## config.mk

```make
export PLATFORM = sky130hd
export DESIGN_NAME = flv_tag_deframer_core
export DESIGN_NICKNAME = d
export VERILOG_FILES = /design/src/hdl/flvd_pkg.sv /design/src/hdl/flvd_parse.sv /design/src/hdl/flvd_skid.sv /design/src/hdl/flv_tag_deframer_core.sv
export VERILOG_INCLUDE_DIRS = /design/src /design/src/hdl
export SDC_FILE = /design/constraint.sdc
export NUM_CORES = 1
export LEC_CHECK = 0
export ABC_AREA = 1
export ABC_CLOCK_PERIOD_IN_PS = 20800
export BUFFER_PORTS_ARGS = -buffer_cell sky130_fd_sc_hd__buf_2
export CORE_MARGIN = 1
export CORE_UTILIZATION = 52
export DETAILED_ROUTE_END_ITERATION = 10
export GPL_ROUTABILITY_DRIVEN = 0
export PLACE_DENSITY = 0.72
export SLEW_MARGIN = 0
export SYNTH_ARGS = -nofsm -noshare
export SYNTH_HDL_FRONTEND = slang
export SYNTH_SLANG_ARGS = --single-unit
export TNS_END_PERCENT = 30
```

## constraint.sdc

```tcl
create_clock -name aclk -period 20.8 [get_ports aclk]
set_input_delay 3.12 -clock aclk [delete_from_list [all_inputs] [get_ports aclk]]
set_output_delay 3.12 -clock aclk [all_outputs]
set_load 0.005 [all_outputs]
```

## src/hdl/flv_tag_deframer_core_assert.svh

```systemverilog
`ifndef FLV_TAG_DEFRAMER_CORE_ASSERT_SVH
`define FLV_TAG_DEFRAMER_CORE_ASSERT_SVH

// same-cycle implication, checked after reset
`define FLVD_ASSERT_NOW(lbl, ante, cons) \
    lbl: assert property (@(posedge aclk) disable iff (!aresetn) (ante) |-> (cons)) \
        else $error("flvd assertion failed");

// next-cycle implication, checked after reset
`define FLVD_ASSERT_NEXT(lbl, ante, cons) \
    lbl: assert property (@(posedge aclk) disable iff (!aresetn) (ante) |=> (cons)) \
        else $error("flvd assertion failed");

`endif

```

## src/hdl/flvd_pkg.sv

```systemverilog
package flvd_pkg;

    localparam logic [7:0]  TAG_AUDIO = 8'h08;
    localparam logic [7:0]  TAG_VIDEO = 8'h09;

    localparam logic [1:0]  STATUS_DATA      = 2'd0;
    localparam logic [1:0]  STATUS_BAD_SIG   = 2'd1;
    localparam logic [1:0]  STATUS_BAD_VER   = 2'd2;
    localparam logic [1:0]  STATUS_NO_STREAM = 2'd3;

    localparam logic [2:0]  CODEC_AUDIO_OTHER = 3'd4;
    localparam logic [2:0]  CODEC_H263        = 3'd5;
    localparam logic [2:0]  CODEC_VP6         = 3'd6;
    localparam logic [2:0]  CODEC_VIDEO_OTHER = 3'd7;

    localparam logic [3:0]  VCODEC_H263 = 4'd2;
    localparam logic [3:0]  VCODEC_VP6  = 4'd4;
    localparam logic [3:0]  VCODEC_VP6A = 4'd5;

    localparam int          CHUNK_W           = 17;
    localparam logic [16:0] MAX_CHUNK_RESET   = 17'd8192;
    localparam int          PADDR_W           = 3;
    localparam logic        REG_MAX_CHUNK     = 1'b0;

    localparam logic [15:0] SAMPLE_RATE_BASE  = 16'd44100;
    localparam logic [38:0] PTS_SCALE         = 39'd90;

    typedef struct packed {
        logic [7:0]  payload_byte;
        logic        is_video;
        logic [2:0]  codec;
        logic        keyframe;
        logic [38:0] pts_90k;
        logic        chunk_last;
        logic        frame_last;
        logic [1:0]  status;
        logic        stream_first;
        logic [15:0] sample_rate;
        logic [4:0]  sample_bits;
        logic [1:0]  channels;
    } flvd_result_t;

    function automatic logic [7:0] sig_byte(input logic [1:0] idx);
        logic [7:0] r;
        unique case (idx)
            2'd0:    r = 8'h46;
            2'd1:    r = 8'h4C;
            default: r = 8'h56;
        endcase
        return r;
    endfunction

    function automatic logic [15:0] sample_rate_of(input logic [1:0] rate_code);
        return SAMPLE_RATE_BASE >> (2'd3 - rate_code);
    endfunction

endpackage

```

## src/hdl/flvd_parse.sv

```systemverilog
module flvd_parse (
    input  logic                  aclk,
    input  logic                  aresetn,
    input  logic                  fire,
    input  logic [7:0]            data_byte,
    input  logic                  restart,
    input  logic [16:0]           max_chunk_bytes,
    output logic                  res_valid,
    output flvd_pkg::flvd_result_t res
);
    import flvd_pkg::*;

    localparam logic [2:0] PH_HEADER  = 3'd0;
    localparam logic [2:0] PH_OFFSET  = 3'd1;
    localparam logic [2:0] PH_PREV    = 3'd2;
    localparam logic [2:0] PH_TAG     = 3'd3;
    localparam logic [2:0] PH_CODEC   = 3'd4;
    localparam logic [2:0] PH_EXTRA   = 3'd5;
    localparam logic [2:0] PH_PAYLOAD = 3'd6;
    localparam logic [2:0] PH_SKIP    = 3'd7;

    logic [2:0]  phase_reg, phase_next;
    logic [31:0] count_reg, count_next;
    logic [31:0] shift_reg, shift_next;
    logic [7:0]  kind_reg, kind_next;
    logic [23:0] left_reg, left_next;
    logic [31:0] time_reg, time_next;
    logic [7:0]  codec_reg, codec_next;
    logic [16:0] chunk_reg, chunk_next;
    logic        seen_a_reg, seen_a_next;
    logic        seen_v_reg, seen_v_next;
    logic        err_reg, err_next;
    logic        first_reg, first_next;

    always_comb begin
        logic [2:0]  ph;
        logic [31:0] cnt;
        logic [31:0] sh;
        logic [7:0]  kd;
        logic [23:0] lf;
        logic [31:0] tm;
        logic [7:0]  cb;
        logic [16:0] ck;
        logic        sa, sv, er, fs;
        logic [1:0]  code;
        logic [2:0]  extra;
        logic [16:0] limit;
        logic [16:0] ck_inc;
        logic        video, fl, cl;
        logic [3:0]  hi, lo;

        ph = phase_reg; cnt = count_reg; sh = shift_reg; kd = kind_reg;
        lf = left_reg; tm = time_reg; cb = codec_reg; ck = chunk_reg;
        sa = seen_a_reg; sv = seen_v_reg; er = err_reg; fs = first_reg;
        if (restart) begin
            ph = PH_HEADER; cnt = '0; sh = '0; kd = '0; lf = '0; tm = '0;
            cb = '0; ck = '0; sa = 1'b0; sv = 1'b0; er = 1'b0; fs = 1'b0;
        end

        phase_next = ph; count_next = cnt; shift_next = sh; kind_next = kd;
        left_next = lf; time_next = tm; codec_next = cb; chunk_next = ck;
        seen_a_next = sa; seen_v_next = sv; err_next = er; first_next = fs;
        res_valid = 1'b0;
        res = '0;
        code = STATUS_DATA;
        extra = '0;
        limit = (max_chunk_bytes == '0) ? 17'd1 : max_chunk_bytes;
        ck_inc = ck + 17'd1;
        video = (kd == TAG_VIDEO);
        hi = cb[7:4];
        lo = cb[3:0];
        fl = 1'b0;
        cl = 1'b0;

        if (!er) begin
            unique case (ph)
                PH_HEADER: begin
                    if (cnt < 32'd3) begin
                        if (data_byte != sig_byte(cnt[1:0])) code = STATUS_BAD_SIG;
                    end else if (cnt == 32'd3) begin
                        if (data_byte != 8'h01) code = STATUS_BAD_VER;
                    end else if (cnt == 32'd4) begin
                        if ((data_byte & 8'h05) == 8'h00) code = STATUS_NO_STREAM;
                    end else begin
                        shift_next = {sh[23:0], data_byte};
                    end
                    if (code != STATUS_DATA) begin
                        err_next = 1'b1;
                        res_valid = 1'b1;
                        res.status = code;
                    end else begin
                        count_next = cnt + 32'd1;
                        if (cnt >= 32'd8) begin
                            if (shift_next <= 32'd9) begin
                                phase_next = PH_PREV;
                                count_next = '0;
                            end else begin
                                phase_next = PH_OFFSET;
                                count_next = 32'd9;
                            end
                        end
                    end
                end
                PH_OFFSET: begin
                    count_next = cnt + 32'd1;
                    if (count_next >= sh) begin
                        phase_next = PH_PREV;
                        count_next = '0;
                    end
                end
                PH_PREV: begin
                    count_next = cnt + 32'd1;
                    if (count_next >= 32'd4) begin
                        phase_next = PH_TAG;
                        count_next = '0;
                        shift_next = '0;
                        time_next = '0;
                    end
                end
                PH_TAG: begin
                    if (cnt == 32'd0) begin
                        kind_next = data_byte;
                    end else if (cnt <= 32'd3) begin
                        shift_next = {8'h00, sh[15:0], data_byte};
                    end else if (cnt <= 32'd6) begin
                        time_next = {8'h00, tm[15:0], data_byte};
                    end else if (cnt == 32'd7) begin
                        time_next = tm | {data_byte, 24'h000000};
                    end
                    count_next = cnt + 32'd1;
                    if (cnt >= 32'd10) begin
                        left_next = sh[23:0];
                        first_next = 1'b0;
                        if (left_next == '0) begin
                            phase_next = PH_PREV;
                            count_next = '0;
                        end else if (kd == TAG_AUDIO || kd == TAG_VIDEO) begin
                            phase_next = PH_CODEC;
                        end else begin
                            phase_next = PH_SKIP;
                        end
                    end
                end
                PH_CODEC: begin
                    codec_next = data_byte;
                    left_next = lf - 24'd1;
                    if (video) begin
                        if (!sv) begin
                            seen_v_next = 1'b1;
                            first_next = 1'b1;
                        end
                        if (data_byte[3:0] == VCODEC_VP6) extra = 3'd1;
                        else if (data_byte[3:0] == VCODEC_VP6A) extra = 3'd4;
                    end else begin
                        if (!sa) begin
                            seen_a_next = 1'b1;
                            first_next = 1'b1;
                        end
                    end
                    if (24'(extra) > left_next) extra = left_next[2:0];
                    if (extra != '0) begin
                        phase_next = PH_EXTRA;
                        count_next = 32'(extra);
                    end else begin
                        chunk_next = '0;
                        if (left_next != '0) begin
                            phase_next = PH_PAYLOAD;
                        end else begin
                            phase_next = PH_PREV;
                            count_next = '0;
                        end
                    end
                end
                PH_EXTRA: begin
                    left_next = lf - 24'd1;
                    count_next = cnt - 32'd1;
                    if (count_next == '0 || left_next == '0) begin
                        chunk_next = '0;
                        if (left_next != '0) begin
                            phase_next = PH_PAYLOAD;
                        end else begin
                            phase_next = PH_PREV;
                            count_next = '0;
                        end
                    end
                end
                PH_SKIP: begin
                    left_next = lf - 24'd1;
                    if (left_next == '0) begin
                        phase_next = PH_PREV;
                        count_next = '0;
                    end
                end
                PH_PAYLOAD: begin
                    left_next = lf - 24'd1;
                    fl = (left_next == '0);
                    cl = fl || (ck_inc >= limit);
                    chunk_next = cl ? 17'd0 : ck_inc;
                    res_valid = 1'b1;
                    res.payload_byte = data_byte;
                    res.is_video = video;
                    if (video) begin
                        if (lo == VCODEC_H263) res.codec = CODEC_H263;
                        else if (lo == VCODEC_VP6 || lo == VCODEC_VP6A) res.codec = CODEC_VP6;
                        else res.codec = CODEC_VIDEO_OTHER;
                    end else begin
                        res.codec = (hi <= 4'd3) ? hi[2:0] : CODEC_AUDIO_OTHER;
                    end
                    res.keyframe = video && (hi == 4'd1);
                    res.pts_90k = {7'b0, tm} * PTS_SCALE;
                    res.chunk_last = cl;
                    res.frame_last = fl;
                    res.status = STATUS_DATA;
                    res.stream_first = fs;
                    if (!video && fs) begin
                        res.sample_rate = sample_rate_of(cb[3:2]);
                        res.sample_bits = cb[1] ? 5'd16 : 5'd8;
                        res.channels = {1'b0, cb[0]} + 2'd1;
                    end
                    if (fl) begin
                        phase_next = PH_PREV;
                        count_next = '0;
                    end
                end
            endcase
        end
    end

    always_ff @(posedge aclk) begin
        if (!aresetn) begin
            phase_reg  <= PH_HEADER;
            count_reg  <= '0;
            shift_reg  <= '0;
            kind_reg   <= '0;
            left_reg   <= '0;
            time_reg   <= '0;
            codec_reg  <= '0;
            chunk_reg  <= '0;
            seen_a_reg <= 1'b0;
            seen_v_reg <= 1'b0;
            err_reg    <= 1'b0;
            first_reg  <= 1'b0;
        end else if (fire) begin
            phase_reg  <= phase_next;
            count_reg  <= count_next;
            shift_reg  <= shift_next;
            kind_reg   <= kind_next;
            left_reg   <= left_next;
            time_reg   <= time_next;
            codec_reg  <= codec_next;
            chunk_reg  <= chunk_next;
            seen_a_reg <= seen_a_next;
            seen_v_reg <= seen_v_next;
            err_reg    <= err_next;
            first_reg  <= first_next;
        end
    end

endmodule

```

## src/hdl/flvd_skid.sv

```systemverilog
module flvd_skid (
    input  logic                  aclk,
    input  logic                  aresetn,
    input  logic                  push,
    input  flvd_pkg::flvd_result_t push_data,
    output logic                  s_ready,
    output logic                  m_valid,
    input  logic                  m_ready,
    output flvd_pkg::flvd_result_t m_data
);
    import flvd_pkg::*;

    logic         out_valid_reg, out_valid_next;
    logic         skid_valid_reg, skid_valid_next;
    flvd_result_t out_data_reg, out_data_next;
    flvd_result_t skid_data_reg, skid_data_next;
    logic         pop;

    assign pop     = out_valid_reg && m_ready;
    assign s_ready = !skid_valid_reg;
    assign m_valid = out_valid_reg;
    assign m_data  = out_data_reg;

    always_comb begin
        out_valid_next  = out_valid_reg;
        skid_valid_next = skid_valid_reg;
        out_data_next   = out_data_reg;
        skid_data_next  = skid_data_reg;
        if (pop) begin
            if (skid_valid_reg) begin
                out_data_next   = skid_data_reg;
                skid_valid_next = 1'b0;
            end else begin
                out_valid_next = push;
                out_data_next  = push_data;
            end
        end else if (push) begin
            if (!out_valid_reg) begin
                out_valid_next = 1'b1;
                out_data_next  = push_data;
            end else begin
                skid_valid_next = 1'b1;
                skid_data_next  = push_data;
            end
        end
    end

    always_ff @(posedge aclk) begin
        if (!aresetn) begin
            out_valid_reg  <= 1'b0;
            skid_valid_reg <= 1'b0;
        end else begin
            out_valid_reg  <= out_valid_next;
            skid_valid_reg <= skid_valid_next;
        end
    end

    always_ff @(posedge aclk) begin
        out_data_reg  <= out_data_next;
        skid_data_reg <= skid_data_next;
    end

endmodule

```

## src/hdl/flv_tag_deframer_core.sv

```systemverilog
// Channel   Handshake           Beat contents
// s_        s_valid / s_ready   s_data_byte, s_restart
// m_        m_valid / m_ready   payload byte with stream, codec, time and format fields
// apb       psel / penable      max_chunk_bytes at byte address 0
//
// One input beat per clock while s_ready is high; result beats leave from a register.
// Each beat passes once through the parse logic into a two-entry output buffer.
// Synchronous active-low aresetn clears parse state, max_chunk_bytes returns to 8192.
// With m_ready low the output buffer fills, then s_ready drops until a beat leaves.
`include "flv_tag_deframer_core_assert.svh"

module flv_tag_deframer_core (
    input  logic                          aclk,
    input  logic                          aresetn,
    input  logic                          s_valid,
    output logic                          s_ready,
    input  logic [7:0]                    s_data_byte,
    input  logic                          s_restart,
    output logic                          m_valid,
    input  logic                          m_ready,
    output logic [7:0]                    m_payload_byte,
    output logic                          m_is_video,
    output logic [2:0]                    m_codec,
    output logic                          m_keyframe,
    output logic [38:0]                   m_pts_90k,
    output logic                          m_chunk_last,
    output logic                          m_frame_last,
    output logic [1:0]                    m_status,
    output logic                          m_stream_first,
    output logic [15:0]                   m_sample_rate,
    output logic [4:0]                    m_sample_bits,
    output logic [1:0]                    m_channels,
    input  logic                          psel,
    input  logic                          penable,
    input  logic                          pwrite,
    input  logic [flvd_pkg::PADDR_W-1:0]  paddr,
    input  logic [31:0]                   pwdata,
    output logic [31:0]                   prdata,
    output logic                          pready
);
    import flvd_pkg::*;

    logic         fire;
    logic         res_valid;
    flvd_result_t res;
    flvd_result_t m_data;
    logic [16:0]  max_chunk_reg;
    logic         reg_hit;

    assign pready  = 1'b1;
    assign reg_hit = (paddr[PADDR_W-1] == REG_MAX_CHUNK);
    assign prdata  = reg_hit ? {15'b0, max_chunk_reg} : 32'b0;

    always_ff @(posedge aclk) begin
        if (!aresetn) begin
            max_chunk_reg <= MAX_CHUNK_RESET;
        end else if (psel && penable && pwrite && pready && reg_hit) begin
            max_chunk_reg <= pwdata[CHUNK_W-1:0];
        end
    end

    assign fire = s_valid && s_ready;

    flvd_parse u_parse (
        .aclk            (aclk),
        .aresetn         (aresetn),
        .fire            (fire),
        .data_byte       (s_data_byte),
        .restart         (s_restart),
        .max_chunk_bytes (max_chunk_reg),
        .res_valid       (res_valid),
        .res             (res)
    );

    flvd_skid u_skid (
        .aclk      (aclk),
        .aresetn   (aresetn),
        .push      (fire && res_valid),
        .push_data (res),
        .s_ready   (s_ready),
        .m_valid   (m_valid),
        .m_ready   (m_ready),
        .m_data    (m_data)
    );

    assign m_payload_byte = m_data.payload_byte;
    assign m_is_video     = m_data.is_video;
    assign m_codec        = m_data.codec;
    assign m_keyframe     = m_data.keyframe;
    assign m_pts_90k      = m_data.pts_90k;
    assign m_chunk_last   = m_data.chunk_last;
    assign m_frame_last   = m_data.frame_last;
    assign m_status       = m_data.status;
    assign m_stream_first = m_data.stream_first;
    assign m_sample_rate  = m_data.sample_rate;
    assign m_sample_bits  = m_data.sample_bits;
    assign m_channels     = m_data.channels;

    `FLVD_ASSERT_NOW(a_stall_only_when_full, !s_ready, m_valid)
    `FLVD_ASSERT_NOW(a_frame_ends_chunk, m_valid && m_frame_last, m_chunk_last)
    `FLVD_ASSERT_NOW(a_error_beat_clean, m_valid && m_status != STATUS_DATA, m_payload_byte == 8'h00 && m_pts_90k == 39'd0 && !m_chunk_last && !m_stream_first)
    `FLVD_ASSERT_NOW(a_format_first_audio, m_valid && m_sample_rate != 16'd0, !m_is_video && m_stream_first && m_sample_bits != 5'd0)

endmodule

```

* Yosys cells after proc, flatten, opt, wreduce, memory -nomap -nowiden
Cells that the tools add are included.
Cells by class: order comparisons 11, muxes and demuxes 127, equal/unequal tests 23, reduce and logical (&&, ||, !) cells 33, $add $sub $neg 6, multipliers 1, bitwise gates (word level) 4, shifts and indexed selects 1
Operators by type and width (number):
- $mux 32 | 30
- $mux 80 | 5
- $pmux 32 s7 | 1
- $mux 17 | 7
- $mux 24 | 4
- $pmux 32 s3 | 1
- $mux 8 | 10
- $mux 3 | 23
- $eq 32x3->1 const B | 2
- $ge 32x4->1 const B | 2
- $logic_not 32->1 | 2
- $pmux 32 s2 | 1
- $mux 54 | 1
- $pmux 17 s3 | 1
- $logic_not 24->1 | 2
- $pmux 24 s2 | 1
- $mul 32x6->38 const B | 1
- $add 32x1->32 const B | 1
- $eq 32x2->1 const B | 1
- $ge 32x3->1 const B | 1
- $ge 32x32->1 | 1
- $le 32x2->1 const B | 1
- $le 32x3->1 const B | 1
- $le 32x4->1 const B | 1
- other kinds (45) | 105
Word-level totals: logic and storage cells 245, output and inout bits 115, register bits 339, input port bits 51

* Logic depth before layout (Yosys ltp)
depth in word-level cells 18, gate-level depth with buffers 36, depth with buffers taken out 30

* Cells and area by module
A second synthesis with hierarchy kept.
Unflattened totals: cell total of the unflattened synthesis 4024, area total of the unflattened synthesis 27594.0 µm²
Modules (own cells, without submodules):
- flvd_parse | cells each 3413, instances 1, area each 20438.4 µm², sequential area each 3203.1 µm²
- flvd_skid | cells each 441, instances 1, area each 6048.3 µm², sequential area each 4844.6 µm²
- flv_tag_deframer_core | cells each 170, instances 1, area each 1107.3 µm², sequential area each 340.3 µm²

* Least setup slack after synthesis
No wires, ideal clock.
path kind input port to flip-flop, start in s_restart, end reg u_skid.out_data_reg, in the netlist u_skid.m_data[0], enable pin, data arrival time 9.764 ns, path buffers 1, path slack 10.444 ns, required time 20.208 ns, library setup time 0.592 ns, cell stages on the path 13, path through clkbuf_1 nor2_1 ha_1 inv_1 nor3_1 nand3_1 o21ai_0 inv_1 nand2_1 nand2_1 inv_1 o21ai_0 o21ai_0
Between the ends: word-level cells in the longest chain between the ends 18, elaborated cells between the ends (all ways) 28, classes of those cells order compare: 1; eq/ne: 5; mux: 16; reduce/logical: 6
RTL lines:
- start, declared | line flv_tag_deframer_core.sv:18 | input logic s_restart,
- $mux 32 | line flvd_parse.sv:55 | if (restart) begin
- $eq 2x1->1 or $logic_not 2->1 (tied branches) | line flvd_pkg.sv:45 | unique case (idx)
- $pmux 5 s2 | line flvd_pkg.sv:45
- $mux 8 | line flvd_parse.sv:78 | if (cnt < 32'd3) begin
- $mux 8 | line flvd_parse.sv:76 | unique case (ph)
- $mux 8 | line flvd_parse.sv:75 | if (!er) begin
- $ne 8x8->1 | line flvd_parse.sv:79 | if (data_byte != sig_byte(cnt[1:0])) code = STATUS_BAD_SIG;
- $mux 1 | line flvd_parse.sv:79
- [2 not listed]
- $mux 2 | line flvd_parse.sv:75
- $reduce_bool 2->1 | line flvd_parse.sv:87 | if (code != STATUS_DATA) begin
- $mux 1 | line flvd_parse.sv:87
- $pmux 1 s2 | line flvd_parse.sv:76
- $mux 1 * | line flvd_parse.sv:75
- $logic_and 1x1->1 * | line flv_tag_deframer_core.sv:78 | .push (fire && res_valid),
- $reduce_bool 2->1 (no line) *
- $reduce_and 2->1 (no line) *
- end signal, assigned | line flvd_skid.sv:59 | out_data_reg <= out_data_next;
- end, declared | line flvd_skid.sv:15 | flvd_result_t out_data_reg, out_data_next;
Every way passes the cells marked *; elsewhere a longest branch is shown, timed or not. The select of a mux whose other input is x is not followed. A chain may end at the register's enable or synchronous reset.

* Final worst setup path
start in s_restart, end reg u_parse.count_reg[23]
Between the ends: word-level cells in the longest chain between the ends 15, elaborated cells between the ends (all ways) 66, classes of those cells add/sub: 3; order compare: 6; eq/ne: 12; mux: 35; reduce/logical: 10
RTL lines:
- branches (longest 14 deep; another with $sub 24x1->24)
- $mux 32 * | line flvd_parse.sv:75
- end signal, assigned | line flvd_parse.sv:245 | count_reg <= count_next;
- end, declared | line flvd_parse.sv:23 | logic [31:0] count_reg, count_next;
Every way passes the cells marked *. The select of a mux whose other input is x is not followed.

==> metrics.yaml <==
clock_tree:
  clk_pin_slew_worst_paths_ns: 0.05
  post_cts_resized: 0
  cts_tree: "done"
  cts_setup_buffers: 0
  clock_path_buffers: 3
  clock_sinks: 317
  clkLatencyLatePin_ns: 0.58
  cts_buffers: 39
  cts_max_level: 2
  root_buffer: "clkbuf_16"
  cts_hold_buf: 0
yosys:
  netlist_area_um2: 25530
  avgSynthCellArea_um2: 6.690
  synthesis.instances: 3816
  synth_edf_count: 138
  synthArstFlopShare_pct: 0
  synth_top_cell_by_area: "edfxtp_1"
  netlist-cell-type-count: 54
  yosysWarnings: 0
  synth_most_common_cell: "nand2_1"
  synth_commonest_cells: "nand2_1, inv_1, nor2_1, a21oi_1, o21ai_0"
  yosys_register_bits: 317
  synthTopCellsByArea: "edfxtp_1, nand2_1, dfxtp_1"
  yosysSeqAreaShare_pct: 30.27
  yosysTopAreaCellShare_pct: 16.23
  synthFlopType: "dfxtp_1"
pwr:
  swShare_pct: 31.16
  p_leak_nw: 13.86
  ir_drop_v: 0.00006184
  power.share.clock_pct: 40.2
  p_sw_w: 0.0005319
  p_int_w: 0.001175
  p_seq_share_pct: 40.1
  power.density_nw_per_um2: 61.66
  power_frac_comb_pct: 19.7
drt:
  vias_per_cell: 5.609
  antenna_left: 0
  wl_um: 74530
  drc: 0
  drt_iter0_markers: 2375
  wl_per_cell_um: 16.56
  vias: 25240
  drt-pass1-iter-count: 7
worst_setup_path:
  start_kind: "input pin"
  critPathMaxFanout: 65
  path_buf_inv: 8
  arrival_ns: 9.29
  timing.critical_path.mode_cell: "nand2_1"
  critical_path.slowest_cell: "buf_4"
  crit_required_ns: 21.24
  cp_slowest_stage_delay_ns: 0.61
  cpLargestDelayFamily: "simple AND/OR/NAND/NOR gates"
  crit_type: "input pin to flip-flop"
  end_kind: "flip-flop"
global_route:
  grt_usage_pct: 29.41
  grt_max_degree: 77
  grt_pass1_vias: 23140
  antenna_found_initial: 0
  grt-ovfl-total: 0
  grt_pass1_wl_um: 119100
timing:
  holdWs_ns: 0.4610
  post-route-min-period_ns: 8.850
  finalCritPeriodShare_pct: 42.55
  setup_ws_ns: 11.95
  worst_slew_pin_slew_ns: 1.117
  finalSetupViolations: 0
  max_freq_ghz: 0.1130
  slew_headroom_pct: 25.46
  rsz0062_at_grt: "false"
  skew_ns: 0.02479
  final_max_slew_viol_count: 0
  finalHoldViolations: 0
  tns_ns: 0
layout:
  area_growth_pct: 8.449
  n_fill_cell: 4649
  nNetsFinal: 4102
  drive_gt1_share_pct: 7.465
  final_cells: 4500
  diodes: 0
place:
  place_ws_ns: 11.60
  port-buffer-count: 128
  dp_hpwl_um: 53960
  dp_cells: 4431
floorplanning:
  start_util_pct: 53.14
  rows: 80
  die_w_um: 223.6
  core_area_um2: 48050
  die_y_um: 223.6
  ios: 166
  die_area_um2: 49990
flow_run:
  drv_cap: 0
outcome:
  outcome: "complete, no violations"
worst_hold_path:
  hold_class: "flip-flop to flip-flop"
metrics by stage:
step	util (%)	power, W	cell area [um^2]
finish	57.63	0.001707	27690
CTS	57.63	0.001709	27690
detailed placement	54.96	0.001023	26410
global placement	54.96	0.001019	26410
floorplan	-	0.0009392	25600
global route	57.63	0.001780	27690
final timing paths:
check,start,endpoint,slack [ns],depth (start not counted)
setup / recovery,s_restart,u_parse.count_reg[23],11.95,27
hold / removal,u_parse.kind_reg[4],u_parse.kind_reg[4],0.46,2
setup reg to reg,u_parse.count_reg[0],u_parse.count_reg[23],15.85,24
hold reg to reg,u_parse.kind_reg[4],u_parse.kind_reg[4],0.46,2
final cells by class:
class	count	area (um^2)	share of cell area, %
Multi-Input combinational cell	2775	14930	53.94
Clock inverter	22	245.2	0.8857
Tap cell	615	769.5	2.779
Inverter	571	2147	7.755
Sequential cell	317	7727	27.91
Clock buffer	47	1036	3.742
Timing Repair Buffer	153	828.3	2.992
cell usage in the layout, fill, tap and decap left out, drive strengths merged, types with 58 or more instances in the layout:
master / netlist / routed
fa: 58 / 58
a21oi: 339 / 339
nand3: 130 / 130
nand2: 1034 / 1034
xor2: 59 / 59
o21ai: 268 / 268
ha: 136 / 136
dfxtp: 179 / 179
edfxtp: 138 / 138
nor2: 424 / 424
buf: 70 / 153
inv: 566 / 566
tightest hold or removal path, cell delays in order, from the launching register on:
cell and delay (ns):
dfxtp_1 0.30, nand2_1 0.06, a21oi_1 0.05
routing by layer:
layer,GRT usage (%),vias to the layer above,routed length (um)
met4,14.45,0,3588
met1,39.16,11530,32030
met5,0,-,0
li1,-,12460,-
met2,47.28,1030,33220
met3,3.646,220,5690
power groups by stage:
stage | logic, W | clock network, W | registers (W)
after floorplan | 0.000243 | 0 | 0.000696
after global placement | 0.000323 | 0 | 0.000696
after detailed placement | 0.000326 | 0 | 0.000697
after CTS | 0.000328 | 0.000697 | 0.000684
after global routing | 0.000373 | 0.000721 | 0.000687
final | 0.000336 | 0.000687 | 0.000684
kinds of logic (layout without fill, tap and decap cells):
| kind of cell | after synthesis | after routing | share of synthesized area, % |
|---|---|---|---|
| compound gates | 780 | 780 | 16.93 |
| buf+inv | 742 | 793 | 11.63 |
| flops | 317 | 317 | 30.27 |
| fa+ha+maj | 194 | 194 | 11.21 |
| mux | 8 | 8 | 0.3529 |
| other cells | 2 | 20 | 0.02942 |
| simple gates | 1710 | 1710 | 27.41 |
| xor+xnor | 63 | 63 | 2.161 |
(Power assumes the default switching activity.)
